==> config.mk <==
export PLATFORM = sky130hd
export DESIGN_NAME = noise_channel_lfsr_envelope_flat
export DESIGN_NICKNAME = d
export VERILOG_FILES = /design/src/hw/rtl/nce_pkg.sv /design/src/hw/rtl/nce_in_if.sv /design/src/hw/rtl/nce_out_if.sv /design/src/hw/rtl/nce_step_unit.sv /design/src/hw/rtl/noise_channel_lfsr_envelope.sv /design/src/flat_wrapper.sv
export SDC_FILE = /design/constraint.sdc
export NUM_CORES = 1
export LEC_CHECK = 0
export BUFFER_PORTS_ARGS = -buffer_cell sky130_fd_sc_hd__buf_4
export CAP_MARGIN = 20
export CELL_PAD_IN_SITES_DETAIL_PLACEMENT = 0
export CELL_PAD_IN_SITES_GLOBAL_PLACEMENT = 2
export CORE_ASPECT_RATIO = 0.8
export CORE_MARGIN = 2
export CORE_UTILIZATION = 34
export DETAILED_ROUTE_END_ITERATION = 10
export GPL_TIMING_DRIVEN = 0
export PLACE_DENSITY_LB_ADDON = 0.25
export SYNTH_ARGS = -nofsm -noshare
export SYNTH_HDL_FRONTEND = slang
export SYNTH_SLANG_ARGS = --single-unit
==> constraint.sdc <==
create_clock -name clk -period 3.2 [get_ports clk]
set_clock_uncertainty 0.1 [all_clocks]
set_input_delay 0.16 -clock clk [delete_from_list [all_inputs] [get_ports clk]]
set_output_delay 0.16 -clock clk [all_outputs]
set_load 0.01 [all_outputs]
==> src/hw/rtl/nce_pkg.sv <==
// Package for the noise channel: widths, codes, state and step unit types.
// No dependencies; used by the interfaces, the step unit and the top level.
package nce_pkg;

  localparam int LENGTH_RELOAD_DEF    = 64;
  localparam int CYCLE_INPUT_BITS_DEF = 8;

  localparam int ACC_W      = 23;   // cycle accumulator
  localparam int LFSR_W     = 15;
  localparam int PERIOD_W   = 22;   // 112 << 15 fits
  localparam int BASE_W     = 7;
  localparam int LEVEL_W    = 4;
  localparam int PACE_W     = 3;
  localparam int SAMPLE_W   = 5;
  localparam int CFG_IDX_W  = 2;
  localparam int CFG_DATA_W = 8;

  localparam logic [LFSR_W-1:0] LFSR_SEED = 15'h7FFF;

  // configuration register indexes
  localparam logic [CFG_IDX_W-1:0] CFG_ENVELOPE  = 2'd0;
  localparam logic [CFG_IDX_W-1:0] CFG_NOISE     = 2'd1;
  localparam logic [CFG_IDX_W-1:0] CFG_LENGTH_EN = 2'd2;

  typedef enum logic [1:0] {
    REQ_ADVANCE  = 2'd0,
    REQ_TRIGGER  = 2'd1,
    REQ_LENGTH   = 2'd2,
    REQ_ENVELOPE = 2'd3
  } req_type_t;

  typedef enum logic [1:0] {
    ST_IDLE = 2'd0,
    ST_STEP = 2'd1,
    ST_DONE = 2'd2
  } state_t;

  typedef struct packed {
    logic              take;      // a full period is held
    logic [ACC_W-1:0]  acc_nxt;
    logic [LFSR_W-1:0] lfsr_nxt;
  } step_res_t;

endpackage

==> src/hw/rtl/nce_in_if.sv <==
// Input channel of the noise channel: valid/ready plus event payload.
// Depends on nce_pkg for the default cycle count width.
interface nce_in_if #(
  parameter int CYCLE_INPUT_BITS = nce_pkg::CYCLE_INPUT_BITS_DEF
);
  logic                        valid;
  logic                        ready;
  logic [1:0]                  req_type;
  logic [CYCLE_INPUT_BITS-1:0] cycle_count;

  modport source (output valid, req_type, cycle_count, input ready);
  modport sink   (input valid, req_type, cycle_count, output ready);
endinterface

==> src/hw/rtl/nce_out_if.sv <==
// Result channel of the noise channel: valid/ready plus sample and active flag.
// Depends on nce_pkg for the sample width.
interface nce_out_if;
  logic                                valid;
  logic                                ready;
  logic signed [nce_pkg::SAMPLE_W-1:0] sample;
  logic                                active;

  modport source (output valid, sample, active, input ready);
  modport sink   (input valid, sample, active, output ready);
endinterface

==> src/hw/rtl/nce_step_unit.sv <==
// Step unit: period decode, compare/subtract on the accumulator, LFSR step.
// Depends on nce_pkg.
module nce_step_unit (
  input  logic [nce_pkg::CFG_DATA_W-1:0] noise_setting,
  input  logic [nce_pkg::ACC_W-1:0]      acc,
  input  logic [nce_pkg::LFSR_W-1:0]     lfsr,
  output nce_pkg::step_res_t             res
);
  import nce_pkg::*;

  logic [2:0]          code;
  logic [3:0]          shift;
  logic [BASE_W-1:0]   base;
  logic [PERIOD_W-1:0] period;
  logic [ACC_W-1:0]    period_ext;
  logic                fb;
  logic [LFSR_W-1:0]   shifted;

  always_comb begin
    code       = noise_setting[2:0];
    shift      = noise_setting[7:4];
    base       = (code == 3'd0) ? BASE_W'(8) : {code, 4'b0000};
    period     = PERIOD_W'(base) << shift;
    period_ext = {1'b0, period};

    fb      = lfsr[0] ^ lfsr[1];
    shifted = {fb, lfsr[LFSR_W-1:1]};
    if (noise_setting[3]) begin
      shifted[6] = fb;  // short mode
    end

    res.take     = (acc >= period_ext);
    res.acc_nxt  = acc - period_ext;
    res.lfsr_nxt = shifted;
  end
endmodule

==> src/hw/rtl/noise_channel_lfsr_envelope.sv <==
// Noise voice: 15-bit LFSR clocked from a cycle accumulator, envelope, length counter.
// Trigger/length/envelope: the event is applied on the input transfer, then the done state
// loads the result register. Advance: the cycle count is added to the accumulator, then
//   k = floor((cycle_total + cycle_count) / period) LFSR steps follow, one per cycle.
// One item in flight; in_ch.ready is high only while idle; a stalled result waits in done.
// Synchronous active-low reset: LFSR to all ones, all else but sample/active cleared.
module noise_channel_lfsr_envelope #(
  parameter int LENGTH_RELOAD    = nce_pkg::LENGTH_RELOAD_DEF,
  parameter int CYCLE_INPUT_BITS = nce_pkg::CYCLE_INPUT_BITS_DEF
) (
  input  logic                             clk,
  input  logic                             rst_n,
  nce_in_if.sink                           in_ch,
  nce_out_if.source                        out_ch,
  input  logic                             cfg_we,
  input  logic [nce_pkg::CFG_IDX_W-1:0]    cfg_index,
  input  logic [nce_pkg::CFG_DATA_W-1:0]   cfg_wdata
);
  import nce_pkg::*;

  localparam int LEN_W = $clog2(LENGTH_RELOAD + 1);

  // settings
  logic [CFG_DATA_W-1:0] env_set_r, env_set_nxt;
  logic [CFG_DATA_W-1:0] noise_set_r, noise_set_nxt;
  logic                  len_en_r, len_en_nxt;

  // voice state
  state_t              state_r, state_nxt;
  logic [LFSR_W-1:0]   lfsr_r, lfsr_nxt;
  logic [ACC_W-1:0]    acc_r, acc_nxt;
  logic [LEN_W-1:0]    len_left_r, len_left_nxt;
  logic [PACE_W-1:0]   env_cd_r, env_cd_nxt;
  logic [LEVEL_W-1:0]  level_r, level_nxt;
  logic                conv_on_r, conv_on_nxt;
  logic                voice_on_r, voice_on_nxt;

  // output register
  logic                       out_valid_r, out_valid_nxt;
  logic signed [SAMPLE_W-1:0] out_sample_r, out_sample_nxt;
  logic                       out_active_r, out_active_nxt;

  step_res_t          step;
  logic               in_xfer;
  logic               out_load;
  logic [PACE_W-1:0]  pace;
  logic [PACE_W-1:0]  cd_dec;
  logic [SAMPLE_W-1:0] mag;

  nce_step_unit u_step (
    .noise_setting (noise_set_r),
    .acc           (acc_r),
    .lfsr          (lfsr_r),
    .res           (step)
  );

  assign in_ch.ready   = (state_r == ST_IDLE);
  assign in_xfer       = in_ch.valid && in_ch.ready;
  assign out_ch.valid  = out_valid_r;
  assign out_ch.sample = out_sample_r;
  assign out_ch.active = out_active_r;

  assign pace = env_set_r[2:0];
  assign mag  = {1'b0, level_r};

  always_comb begin
    env_set_nxt    = env_set_r;
    noise_set_nxt  = noise_set_r;
    len_en_nxt     = len_en_r;
    state_nxt      = state_r;
    lfsr_nxt       = lfsr_r;
    acc_nxt        = acc_r;
    len_left_nxt   = len_left_r;
    env_cd_nxt     = env_cd_r;
    level_nxt      = level_r;
    conv_on_nxt    = conv_on_r;
    voice_on_nxt   = voice_on_r;
    out_valid_nxt  = out_valid_r;
    out_sample_nxt = out_sample_r;
    out_active_nxt = out_active_r;
    out_load       = 1'b0;
    cd_dec         = (env_cd_r != '0) ? env_cd_r - PACE_W'(1) : '0;

    // config writes are for the user to make only while idle; the block does not enforce it
    if (cfg_we) begin
      case (cfg_index)
        CFG_ENVELOPE:  env_set_nxt   = cfg_wdata;
        CFG_NOISE:     noise_set_nxt = cfg_wdata;
        CFG_LENGTH_EN: len_en_nxt    = cfg_wdata[0];
        default: ;
      endcase
    end

    case (state_r)
      ST_IDLE: begin
        if (in_xfer) begin
          state_nxt = ST_DONE;
          case (req_type_t'(in_ch.req_type))
            REQ_ADVANCE: begin
              // sum wraps at the accumulator width
              acc_nxt   = acc_r + {{(ACC_W-CYCLE_INPUT_BITS){1'b0}}, in_ch.cycle_count};
              state_nxt = ST_STEP;
            end
            REQ_TRIGGER: begin
              if (len_left_r == '0) begin
                len_left_nxt = LEN_W'(LENGTH_RELOAD);
              end
              env_cd_nxt   = pace;
              level_nxt    = env_set_r[7:4];
              lfsr_nxt     = LFSR_SEED;
              conv_on_nxt  = (env_set_r[7:3] != '0);
              voice_on_nxt = (env_set_r[7:3] != '0);
            end
            REQ_LENGTH: begin
              if (len_en_r && (len_left_r != '0)) begin
                len_left_nxt = len_left_r - LEN_W'(1);
                if (len_left_r == LEN_W'(1)) begin
                  voice_on_nxt = 1'b0;
                end
              end
            end
            REQ_ENVELOPE: begin
              if (pace != '0) begin
                env_cd_nxt = cd_dec;
                if (cd_dec == '0) begin
                  env_cd_nxt = pace;
                  if (env_set_r[3]) begin
                    if (level_r != 4'hF) level_nxt = level_r + LEVEL_W'(1);
                  end else if (level_r != '0) begin
                    level_nxt = level_r - LEVEL_W'(1);
                  end
                end
              end
            end
            default: ;
          endcase
        end
      end
      ST_STEP: begin
        // one period taken per cycle
        if (step.take) begin
          acc_nxt  = step.acc_nxt;
          lfsr_nxt = step.lfsr_nxt;
        end else begin
          state_nxt = ST_DONE;
        end
      end
      ST_DONE: begin
        if (!out_valid_r || out_ch.ready) begin
          out_load  = 1'b1;
          state_nxt = ST_IDLE;
        end
      end
      default: state_nxt = ST_IDLE;
    endcase

    if (out_valid_r && out_ch.ready) begin
      out_valid_nxt = 1'b0;
    end
    if (out_load) begin
      out_valid_nxt  = 1'b1;
      out_active_nxt = voice_on_r;
      if (voice_on_r && conv_on_r) begin
        out_sample_nxt = lfsr_r[0] ? -$signed(mag) : $signed(mag);
      end else begin
        out_sample_nxt = '0;
      end
    end
  end

  always_ff @(posedge clk) begin
    if (!rst_n) begin
      state_r     <= ST_IDLE;
      env_set_r   <= '0;
      noise_set_r <= '0;
      len_en_r    <= 1'b0;
      lfsr_r      <= LFSR_SEED;
      acc_r       <= '0;
      len_left_r  <= '0;
      env_cd_r    <= '0;
      level_r     <= '0;
      conv_on_r   <= 1'b0;
      voice_on_r  <= 1'b0;
      out_valid_r <= 1'b0;
    end else begin
      state_r     <= state_nxt;
      env_set_r   <= env_set_nxt;
      noise_set_r <= noise_set_nxt;
      len_en_r    <= len_en_nxt;
      lfsr_r      <= lfsr_nxt;
      acc_r       <= acc_nxt;
      len_left_r  <= len_left_nxt;
      env_cd_r    <= env_cd_nxt;
      level_r     <= level_nxt;
      conv_on_r   <= conv_on_nxt;
      voice_on_r  <= voice_on_nxt;
      out_valid_r <= out_valid_nxt;
    end
  end

  always_ff @(posedge clk) begin
    out_sample_r <= out_sample_nxt;
    out_active_r <= out_active_nxt;
  end
endmodule

==> src/flat_wrapper.sv <==
// flat-port wrapper written by rule: the top's interface ports become plain ports
module noise_channel_lfsr_envelope_flat import nce_pkg::*;
#(
  parameter int LENGTH_RELOAD    = nce_pkg::LENGTH_RELOAD_DEF,
  parameter int CYCLE_INPUT_BITS = nce_pkg::CYCLE_INPUT_BITS_DEF
)
  (clk, rst_n, cfg_we, cfg_index, cfg_wdata, in_ch_valid, in_ch_req_type, in_ch_cycle_count, in_ch_ready, out_ch_valid, out_ch_sample, out_ch_active, out_ch_ready);
  nce_in_if #(.CYCLE_INPUT_BITS(CYCLE_INPUT_BITS)) in_ch_i ();
  nce_out_if out_ch_i ();
  input  logic clk;
  input  logic rst_n;
  input  logic cfg_we;
  input  logic [nce_pkg::CFG_IDX_W-1:0] cfg_index;
  input  logic [nce_pkg::CFG_DATA_W-1:0] cfg_wdata;
  input wire logic [$bits(in_ch_i.valid)-1:0] in_ch_valid;
  input wire logic [$bits(in_ch_i.req_type)-1:0] in_ch_req_type;
  input wire logic [$bits(in_ch_i.cycle_count)-1:0] in_ch_cycle_count;
  output wire logic [$bits(in_ch_i.ready)-1:0] in_ch_ready;
  output wire logic [$bits(out_ch_i.valid)-1:0] out_ch_valid;
  output wire logic [$bits(out_ch_i.sample)-1:0] out_ch_sample;
  output wire logic [$bits(out_ch_i.active)-1:0] out_ch_active;
  input wire logic [$bits(out_ch_i.ready)-1:0] out_ch_ready;
  assign in_ch_i.valid = in_ch_valid;
  assign in_ch_i.req_type = in_ch_req_type;
  assign in_ch_i.cycle_count = in_ch_cycle_count;
  assign in_ch_ready = in_ch_i.ready;
  assign out_ch_valid = out_ch_i.valid;
  assign out_ch_sample = out_ch_i.sample;
  assign out_ch_active = out_ch_i.active;
  assign out_ch_i.ready = out_ch_ready;
  noise_channel_lfsr_envelope #(.LENGTH_RELOAD(LENGTH_RELOAD), .CYCLE_INPUT_BITS(CYCLE_INPUT_BITS)) u_core (.clk(clk), .rst_n(rst_n), .in_ch(in_ch_i), .out_ch(out_ch_i), .cfg_we(cfg_we), .cfg_index(cfg_index), .cfg_wdata(cfg_wdata));
endmodule
### Yosys cells after proc, flatten, opt, wreduce, memory -nomap -nowiden

Index checks and enable logic that the tools add are counted.

| storage, ports and cells | value |
|---|---|
| bits in registers | 80 |
| input bits | 25 |
| output and inout port bits | 8 |
| word-level logic and storage cells | 116 |

| cells by class | value |
|---|---|
| add/sub/neg operators | 7 |
| $lt $le $gt $ge | 1 |
| equal/unequal tests | 22 |
| shift-type cells | 1 |
| multiplexer cells | 36 |
| bitwise gates (word level) | 1 |
| reductions and logical operators | 33 |

Operators with widths:

| kind | number |
|---|---|
| 2-to-1 mux 23 bit | 3 |
| one-hot mux 23 bit (2 select lines) | 1 |
| 2-to-1 mux 15 bit | 3 |
| one-hot mux 15 bit (2 select lines) | 1 |
| 2-to-1 mux 4 bit | 6 |
| adder 23 x 8 -> 23 bit | 1 |
| greater-or-equal comparator 23 x 22 -> 1 bit | 1 |
| subtractor 23 x 22 -> 23 bit | 1 |
| left shift 7 x 4 -> 22 bit | 1 |
| 2-to-1 mux 7 bit | 3 |
| != test 2 x 1 -> 1 bit, second input constant | 7 |
| one-hot mux 7 bit (2 select lines) | 1 |
| AND reduction 4 bit | 3 |
| AND reduction 5 bit | 2 |
| 2-to-1 mux 3 bit | 3 |
| equality test 2 bit, second input constant | 4 |
| 2-to-1 mux 2 bit | 4 |
| != test 2 bit, second input constant | 4 |
| one-hot mux 4 bit (2 select lines) | 1 |
| AND reduction 2 bit | 4 |
| nonzero test 2 bit | 4 |
| equality test 7 x 1 -> 1 bit, second input constant | 1 |
| zero test 7 bit | 1 |
| 2-to-1 mux 1 bit | 7 |
| other kinds (24) | 34 |

### Longest topological paths before layout

Gate-level depths: netlist (run 1).

| logic depth | value |
|---|---|
| depth in word-level cells | 6 |
| mapped depth | 17 |
| depth with buffers taken out | 14 |

### Cells and area by module

From an unflattened synthesis (run 1), not the netlist that was laid out.

| unflattened totals | value |
|---|---|
| cell total of the unflattened synthesis | 699 |
| area total of the unflattened synthesis | 5597.9 sq um |

Modules (own cells, without submodules):

| module | times used | cells each | area each (sq um) | sequential area each (sq um) |
|---|---|---|---|---|
| noise_channel_lfsr_envelope | 1 | 514 | 4297.9 | 1661.6 |
| nce_step_unit | 1 | 185 | 1300.0 | 0.0 |

### Least setup slack after synthesis (run 1)

Ideal clock, no wire load.

| path | value |
|---|---|
| path type | register to register |
| from | reg u_core.noise_set_r[4] |
| to | reg u_core.lfsr_r[10] |
| setup time | 0.129 ns |
| data arrival time | 3.066 ns |
| required time | 2.971 ns |
| setup slack | -0.096 ns |
| cell stages (with the launch flop) | 18 |
| path buffers | 3 |
| period minus slack after synthesis | 3.296 ns |
| cells stage by stage | dfxtp_1 clkbuf_1 inv_1 nor4_1 a21oi_1 nor2_1 mux2_2 nand2b_1 ha_1 and3_1 or3b_4 o22ai_4 o21ai_2 and2_4 buf_6 buf_6 o31ai_1 nand2_1 |

| on the way | value |
|---|---|
| word-level cells in the longest chain between the ends | 4 |

Ends and longest elaborated chain:

| item | RTL line | RTL |
|---|---|---|
| start: declaration | noise_channel_lfsr_envelope.sv:25 | `logic [CFG_DATA_W-1:0] noise_set_r, noise_set_nxt;` |
| start signal: assignment | noise_channel_lfsr_envelope.sv:188 | `noise_set_r <= noise_set_nxt;` |
| left shift 7 x 4 -> 22 bit | nce_step_unit.sv:23 | `period = PERIOD_W'(base) << shift;` |
| greater-or-equal comparator 23 x 22 -> 1 bit | nce_step_unit.sv:32 | `res.take = (acc >= period_ext);` |
| != test 2 x 1 -> 1 bit (no line) | -- |  |
| AND reduction 4 bit (no line) | -- |  |
| end signal: assignment | noise_channel_lfsr_envelope.sv:190 | `lfsr_r <= lfsr_nxt;` |
| end: declaration | noise_channel_lfsr_envelope.sv:30 | `logic [LFSR_W-1:0] lfsr_r, lfsr_nxt;` |

No other way between the ends.
A chain may end at the register's enable or synchronous reset.

### Final worst setup path (run 1)

| path | value |
|---|---|
| from | reg u_core.noise_set_r[1] |
| to | reg u_core.acc_r[20] |

| on the way | value |
|---|---|
| word-level cells in the longest chain between the ends | 6 |
| elaborated cells between the ends (all ways) | 9 |
| classes of those cells | 1 x add/sub; 1 x order compare; 1 x eq/ne; 1 x shift; 3 x mux; 2 x reduce/logical |

Ends and longest elaborated chain:

| item | RTL line | RTL |
|---|---|---|
| zero test 3 bit | nce_step_unit.sv:22 | `base = (code == 3'd0) ? BASE_W'(8) : {code, 4'b0000};` |
| 2-to-1 mux 7 bit (*) | nce_step_unit.sv:22 |  |
| left shift 7 x 4 -> 22 bit (*) | nce_step_unit.sv:23 |  |
| subtractor 23 x 22 -> 23 bit / greater-or-equal comparator 23 x 22 -> 1 bit (equally long branches) | nce_step_unit.sv:33, nce_step_unit.sv:32 |  |
| 2-to-1 mux 23 bit / != test 2 x 1 -> 1 bit (equally long branches) | -- |  |
| one-hot mux 23 bit (2 select lines) / AND reduction 4 bit (equally long branches) | -- |  |
| end signal: assignment | noise_channel_lfsr_envelope.sv:191 | `acc_r <= acc_nxt;` |
| end: declaration | noise_channel_lfsr_envelope.sv:31 | `logic [ACC_W-1:0] acc_r, acc_nxt;` |

Every way passes the cells marked *; elsewhere a longest branch is shown, timed or not. The select of a mux whose other input is x is not followed.

==> run metrics, run 1 <==
worst-margin pin slew=1.18 ns; root buffer cell=clkbuf_16; CTS tree=yes; ys async rst share=0; area occupied by multi-input gates=about 0.0043 sq mm; Rows=41; final std cells w/o fill=972; ratio of cells with drive above 1 in the final layout=0.281; Num CTS Buffers=9; switching power=0.00110 W; IO Count=33; worst min-delay path class=primary input to register; post-route minimum period=3.31 ns; overall die area=0.0171 sq mm; failing checks=setup timing; sequential power share=0.331; area grow syn2layout=37.4%; synth unique cells=71; FMAX=0.302 GHz; Starting Density=0.347; Max-cap violations=0; switch share=0.325; P_int=0.00227 W; Leak=2.91 nW; commonest cells after routing, fill and taps aside=70 x nor2_1, 69 x dfxtp_1, 60 x buf_4, 55 x nand2_1, 40 x a21oi_1; clock latency on the worst-skew pair=0.34 ns; post-synthesis sequential area ratio=0.304; nets@finish=about 800; Crit path largest cell delay=0.40 ns; core footprint=0.0157 sq mm; number of vias in the routed layout=5436; CTS H-tree depth=3; Post-Syn Area=between 0.005 and 0.006 sq mm; worst setup margin=-0.107 ns; DR WL/cell=around 18 microns; Combinational Power Share=0.349; Max-slew headroom=0.214; worst path cell trace=buf_6 > nor4_4 > a21oi_2 > nor2_4 > mux2_4 > nand2b_4 > ha_4 > buf_6 > buf_4 > nand4_1 > a211oi_4 > o21ai_4 > nand3_2 > a41oi_1 > and3b_1 > o31a_1; EDFF count, synth=6; clock network power share=0.320; ANT nets after route=0; Worst EP required=around 3.3 ns; final hold vios=0; Post-Syn Instances=667; yosys warns=0; initial antenna violation count=0; placed insts=914; flip-flop and latch area=0.00167 sq mm; Final Wtd Congestion=0.869; grt total ovfl=0; largest net degree at the start of global routing=13; RSZ-0062 raised after global routing=yes; syn nets=734; I/O Buffers=32; endpoints failing setup=27; fin util=0.477; # fillers=1520; drt first pass iters=5; Total Power=between 0.003 and 0.004 W; CP max FO=4; die height=117 microns; Synth Register Bits=80; drt initial violations=430; Clk pin slew, worst setup/hold paths=0.06 ns; Remaining DRCs=0; via/cell ratio=5.59; worst ir drop on vdd=about 0.23 mV; Placement Setup Slack=-0.583 ns; max-slew violations=0; endpoint class of the critical path=register; vias in the first global route=5177; CP max-delay cell=a211oi_4; most common cell after layout, fill and taps aside=nor2_1; average cell area after synthesis=8.20 sq um; period utilization=1.03; final wirelength=around 18000 microns; CTS sink cnt=80; crit-path most repeated cell=buf_6; power density over cell area=449 mW/mm^2; hpwl dp=12200 microns; status=finished, violations left; crit start category=register; clk buf depth=2; first-pass GRT wire length=28000 microns; GRT Overall Usage=0.204; crit path kind=register to register; ANT cells=0; crit path DAT=3.44 ns; Main synth FF type=dfxtp_1; Die W=around 150 microns
[layer usage]
layer / GRT usage / routed length [microns] / vias up
li1: - / - / 2630
met1: 0.294 / 8740 / 2623
met2: 0.314 / 7960 / 154
met3: 0.0335 / 799 / 29
met4: 0.0582 / 329 / 0
met5: 0 / 0 / -
[cells by family (layout without fill, tap and decap cells)]
family,Yosys count,after routing,share of synthesized area
AND/OR/NAND/NOR,247,247,0.225
AO/OA/AOI/OAI,196,196,0.243
flip-flops,80,80,0.304
buffers and inverters,51,141,0.0405
adder cells (fa/ha/maj),42,42,0.0989
multiplexers,27,27,0.0504
XOR/XNOR,24,24,0.0385
[final timing paths]
check                        start  cells after the start                to  slack [ns]
max          u_core.noise_set_r[1]                     16  u_core.acc_r[20]       -0.11
min                          rst_n                      3  u_core.acc_r[22]        0.03
max reg2reg  u_core.noise_set_r[1]                     16  u_core.acc_r[20]       -0.11
min reg2reg       u_core.lfsr_r[2]                      2  u_core.lfsr_r[1]        0.39
[what timing repair did]
item                                    in CTS  in global routing
pin swaps                                   47                 31
gates cloned                                 2                  0
resized for setup                          116                 65
hold endpoints to repair                    16                  0
setup buffers                               28                  7
hold buffers                                 8                  0
endpoints found under the setup margin      37                 36
[Yosys cell counts (all sizes together), types with 9 or more instances]
library cell | number | area (sq um)
a211oi | 16 | 120
nor2b | 9 | 56.3
nand2b | 10 | 62.6
mux2i | 23 | 230
xnor2 | 16 | 140
nand3b | 16 | 120
a21o | 12 | 90.1
a21oi | 52 | 260
buf | 10 | 67.6
nand3 | 17 | 85.1
ha | 40 | 500
clkbuf | 20 | 75.1
o31ai | 17 | 133
o22ai | 9 | 76.3
o21a | 9 | 67.6
o21ai | 34 | 174
inv | 20 | 75.1
nor2 | 75 | 282
nor3 | 17 | 85.1
dfxtp | 74 | 1480
nand2 | 62 | 233
[per-stage QoR]
step	setup TNS [ns]	area, sq um	hold slack, ns
floorplan	0	5470	0.199
global placement	-15.86	5980	0.312
detailed placement	-15.94	5980	0.312
CTS	-1.05	7140	0.0290
global route	-5.72	7510	0.0596
finish	-0.862	7510	0.0347
[area by class of cell]
| cell class | instances | share of cell area |
|---|---|---|
| sequential | 80 | 0.223 |
| clock buffer | 12 | 0.0355 |
| multi-input combinational | 536 | 0.577 |
| timing repair buffer | 77 | 0.0875 |
| buffer | 28 | 0.0253 |
| inverter | 21 | 0.0105 |
| tap | 215 | 0.0358 |
| clock inverter | 3 | 0.00533 |
[power groups by stage]
stage          Clock (W)  Combinational (W)  Sequential, W
6_report         0.00108            0.00117        0.00111
5_1_grt          0.00114            0.00127        0.00112
4_1_cts          0.00110            0.00106        0.00111
3_5_place_dp           0           0.000852        0.00113
3_3_place_gp           0           0.000841        0.00113
2_1_floorplan          0           0.000627        0.00112
[critical path: cells and delay by family, from the launching register on]
family | cells | cell delay (ns)
AOI/OAI and AO/OA | 5 | 0.98
and+or+nand+nor | 6 | 0.96
DFF | 1 | 0.37
buffers and inverters | 3 | 0.33
adders and majority gates | 1 | 0.27
muxes | 1 | 0.20
[flip-flops by register name (all words and copies together), names as in the netlist]
register / cells
u_core.voice_on_r: 1
u_core.acc_r: 23
u_core.lfsr_r: 15
u_core.env_set_r: 8
u_core.noise_set_r: 8
u_core.conv_on_r: 1
u_core.len_en_r: 1
u_core.env_cd_r: 3
u_core.out_ch.valid: 1
u_core.out_ch.active: 1
u_core.state_r: 2
u_core.len_left_r: 7
u_core.out_ch.sample: 5
u_core.level_r: 4
(Power assumes the default switching activity.)
==> inputs of run 2 (changes only) <==
CORE_UTILIZATION = 35   (was 34)
CTS_BUF_LIST = sky130_fd_sc_hd__clkbuf_8   (was not set)
==> run 2 against run 1 <==
- the flow still finishes with violations (setup timing)
- via count increased by 0.17%
- clock power decreased by 19%
- die area decreased by 2.8%
- sequential power about the same
- global-route usage increased by 1.4 points
- flip-flop and latch count unchanged
- register-to-register slack got worse by 0.02 ns
- first-iteration DRC count decreased by 3.7%
- critical path depth unchanged
- core utilization increased by 1.5 points
- highest routed layer unchanged
==> run metrics, run 2 (synthesized netlist as in run 1, its figures left out) <==
final std cells w/o fill=968 (-0.41%); CTS tree=yes; first-pass GRT wire length=28100 microns (+0.27%); core footprint=0.0152 sq mm (-3.7%); failing checks=setup timing; IO Count=33 (unchanged); worst r2r path cells=16 (unchanged); final hold vios=0 (unchanged); ANT nets after route=0 (unchanged); placed insts=909 (-0.55%); Max-slew headroom=0.398 (+0.184); CP bufs+invs=3 (unchanged); Num CTS Buffers=9 (unchanged); commonest cells after routing, fill and taps aside=70 x nor2_1, 70 x dfxtp_1, 57 x nand2_1, 54 x buf_4, 40 x a21oi_1; Largest regs=u_core.acc_r: 23 flops, u_core.lfsr_r: 15 flops; RSZ-0062 raised after global routing=yes; CP delay by family, top=compound AO/OA/AOI/OAI gates; crit path DAT=3.54 ns (+0.10 ns); die height=116 microns (-1.4%); worst ir drop on vdd=0.196 mV (-14%); Final Wtd Congestion=0.851 (-2.0%); FMAX=0.301 GHz (-0.55%); R2R Path End=u_core.acc_r[13]; Die W=144 microns (-1.4%); Crit path largest cell delay=0.38 ns (-0.02 ns); overall die area=0.0166 sq mm (-2.8%); largest net degree at the start of global routing=15 (+2); Worst Hold Endpoint=u_core.out_ch.valid; worst path cell trace=nor3_4 > mux2i_4 > o22ai_4 > mux2_4 > nand2b_4 > ha_4 > buf_6 > buf_6 > nand2_1 > o21a_2 > buf_6 > o22a_1 > a21oi_2 > xor2_1 > o221ai_1 > o2bb2a_2; Cells on Worst Hold Path=3 (unchanged); CTS H-tree depth=3 (unchanged); min-delay src=out_ch_ready; Worst R2R Start=u_core.noise_set_r[0]; DR WL/cell=18.6 microns (+1.5%); endpoint class of the critical path=register; Leak=2.91 nW (about the same); CTS sink cnt=80 (unchanged); design area=0.00746 sq mm (-0.63%); root buffer cell=clkbuf_8; vias in the first global route=5229 (+1.0%); flop2flop setup slack=-0.13 ns (-0.02 ns); drt first pass iters=5 (unchanged); Starting Density=0.360 (+0.0134); period utilization=1.04 (+0.00572); initial antenna violation count=0 (unchanged); CP max FO=6 (+2); final wirelength=18000 microns (+1.0%); crit-path most repeated cell=buf_6; ANT cells=0 (unchanged); endpoints failing setup=26 (-3.7%); clock latency on the worst-skew pair=0.36 ns (+0.02 ns); ratio of cells with drive above 1 in the final layout=0.282 (+0.000948); worst setup margin=-0.125 ns (-0.0183 ns); number of vias in the routed layout=5445 (+0.17%); Reg with most FFs=u_core.acc_r; via/cell ratio=5.63 (+0.58%); max reg flops=23 (unchanged); post-route minimum period=3.33 ns (+0.0183 ns); Worst EP required=3.42 ns (+0.08 ns); power density over cell area=429 mW/mm^2 (-4.3%); Post-DP Area=0.00597 sq mm (-0.10%); Rows=40 (-2.4%); Clk pin slew, worst setup/hold paths=0.09 ns (+0.03 ns); I/O Buffers=32 (unchanged); # fillers=1493 (-1.8%); drt initial violations=414 (-3.7%); worst min-delay path class=primary input to register; Remaining DRCs=0 (unchanged); clk buf depth=2 (unchanged); max-slew violations=0 (unchanged); crit start category=register; grt total ovfl=0 (unchanged); GRT Overall Usage=0.218 (+0.0138); crit path kind=register to register; CP max-delay cell=dfxtp_4; Max-cap violations=0 (unchanged); hpwl dp=12400 microns (+1.6%); area grow syn2layout=36.5%; status=finished, violations left; nets@finish=820 (unchanged); worst-margin pin slew=0.903 ns (-0.275 ns)
-- run 2: how the worst max path moves through the flow --
stage	from	cells after the start	to
2_1_floorplan	u_core.noise_set_r[4]	17	u_core.lfsr_r[10]
4_1_cts	u_core.noise_set_r[1]	14	u_core.acc_r[14]
6_report	u_core.noise_set_r[0]	16	u_core.acc_r[13]
3_3_place_gp	u_core.noise_set_r[4]	16	u_core.acc_r[9]
5_1_grt	u_core.noise_set_r[0]	14	u_core.acc_r[9]
3_5_place_dp	u_core.noise_set_r[4]	16	u_core.acc_r[9]
-- run 2: per-stage QoR --
stage                     worst slack (ns)  TNS, ns  utilization  power, W  hold WS, ns
after global placement              -0.618   -18.03        0.394   0.00197        0.309
after detailed placement            -0.645   -18.39        0.394   0.00199        0.319
after CTS                          -0.0705   -0.840        0.469   0.00309       0.0155
final                               -0.125    -1.25        0.492   0.00320       0.0303
after global routing                -0.187    -4.73        0.492   0.00336       0.0353
after floorplan                    0.00297        0            -   0.00175        0.199
-- run 2: layout make-up --
class                   count  area (sq um)  share of cell area
multi-input cells         536          4300               0.577
flip-flops and latches     80          1670               0.224
repair buffers             77           707              0.0948
well taps                 210           263              0.0352
plain buffers              28           209              0.0280
clock buffers              10           138              0.0184
clock inverters             6          91.3              0.0122
inverters                  21          78.8              0.0106
-- run 2: per-layer routing --
metal / vias to the layer above / wire (microns) / track usage
li1: 2635 / - / -
met1: 2690 / 9030 / 0.312
met2: 98 / 8150 / 0.342
met3: 22 / 610 / 0.0446
met4: 0 / 223 / 0.0451
met5: - / 0 / 0
-- run 2: report_power, final --
group	total (W)	switching (W)	internal [W]
combinational	0.00121	0.000636	0.000576
sequential	0.00112	0.0000602	0.00106
clock	0.000873	0.000410	0.000463
-- run 2: worst reg2reg max path: cells and delay by family, from the launching register on --
| family | cells | cell delay [ns] |
|---|---|---|
| multiplexers | 2 | 0.35 |
| flip-flops | 1 | 0.38 |
| AO/OA/AOI/OAI | 6 | 1.28 |
| XOR/XNOR | 1 | 0.24 |
| AND/OR/NAND/NOR | 3 | 0.35 |
| buffers and inverters | 3 | 0.30 |
| adder cells (fa/ha/maj) | 1 | 0.28 |
-- run 2: repair_timing --
action / in CTS / in global routing
hold buffers: 9 / 0
endpoints found under the setup margin: 37 / 36
gates resized for setup: 121 / 62
setup buffers: 25 / 8
gates cloned: 4 / 0
pin swaps: 40 / 34
hold endpoints to repair: 18 / 0
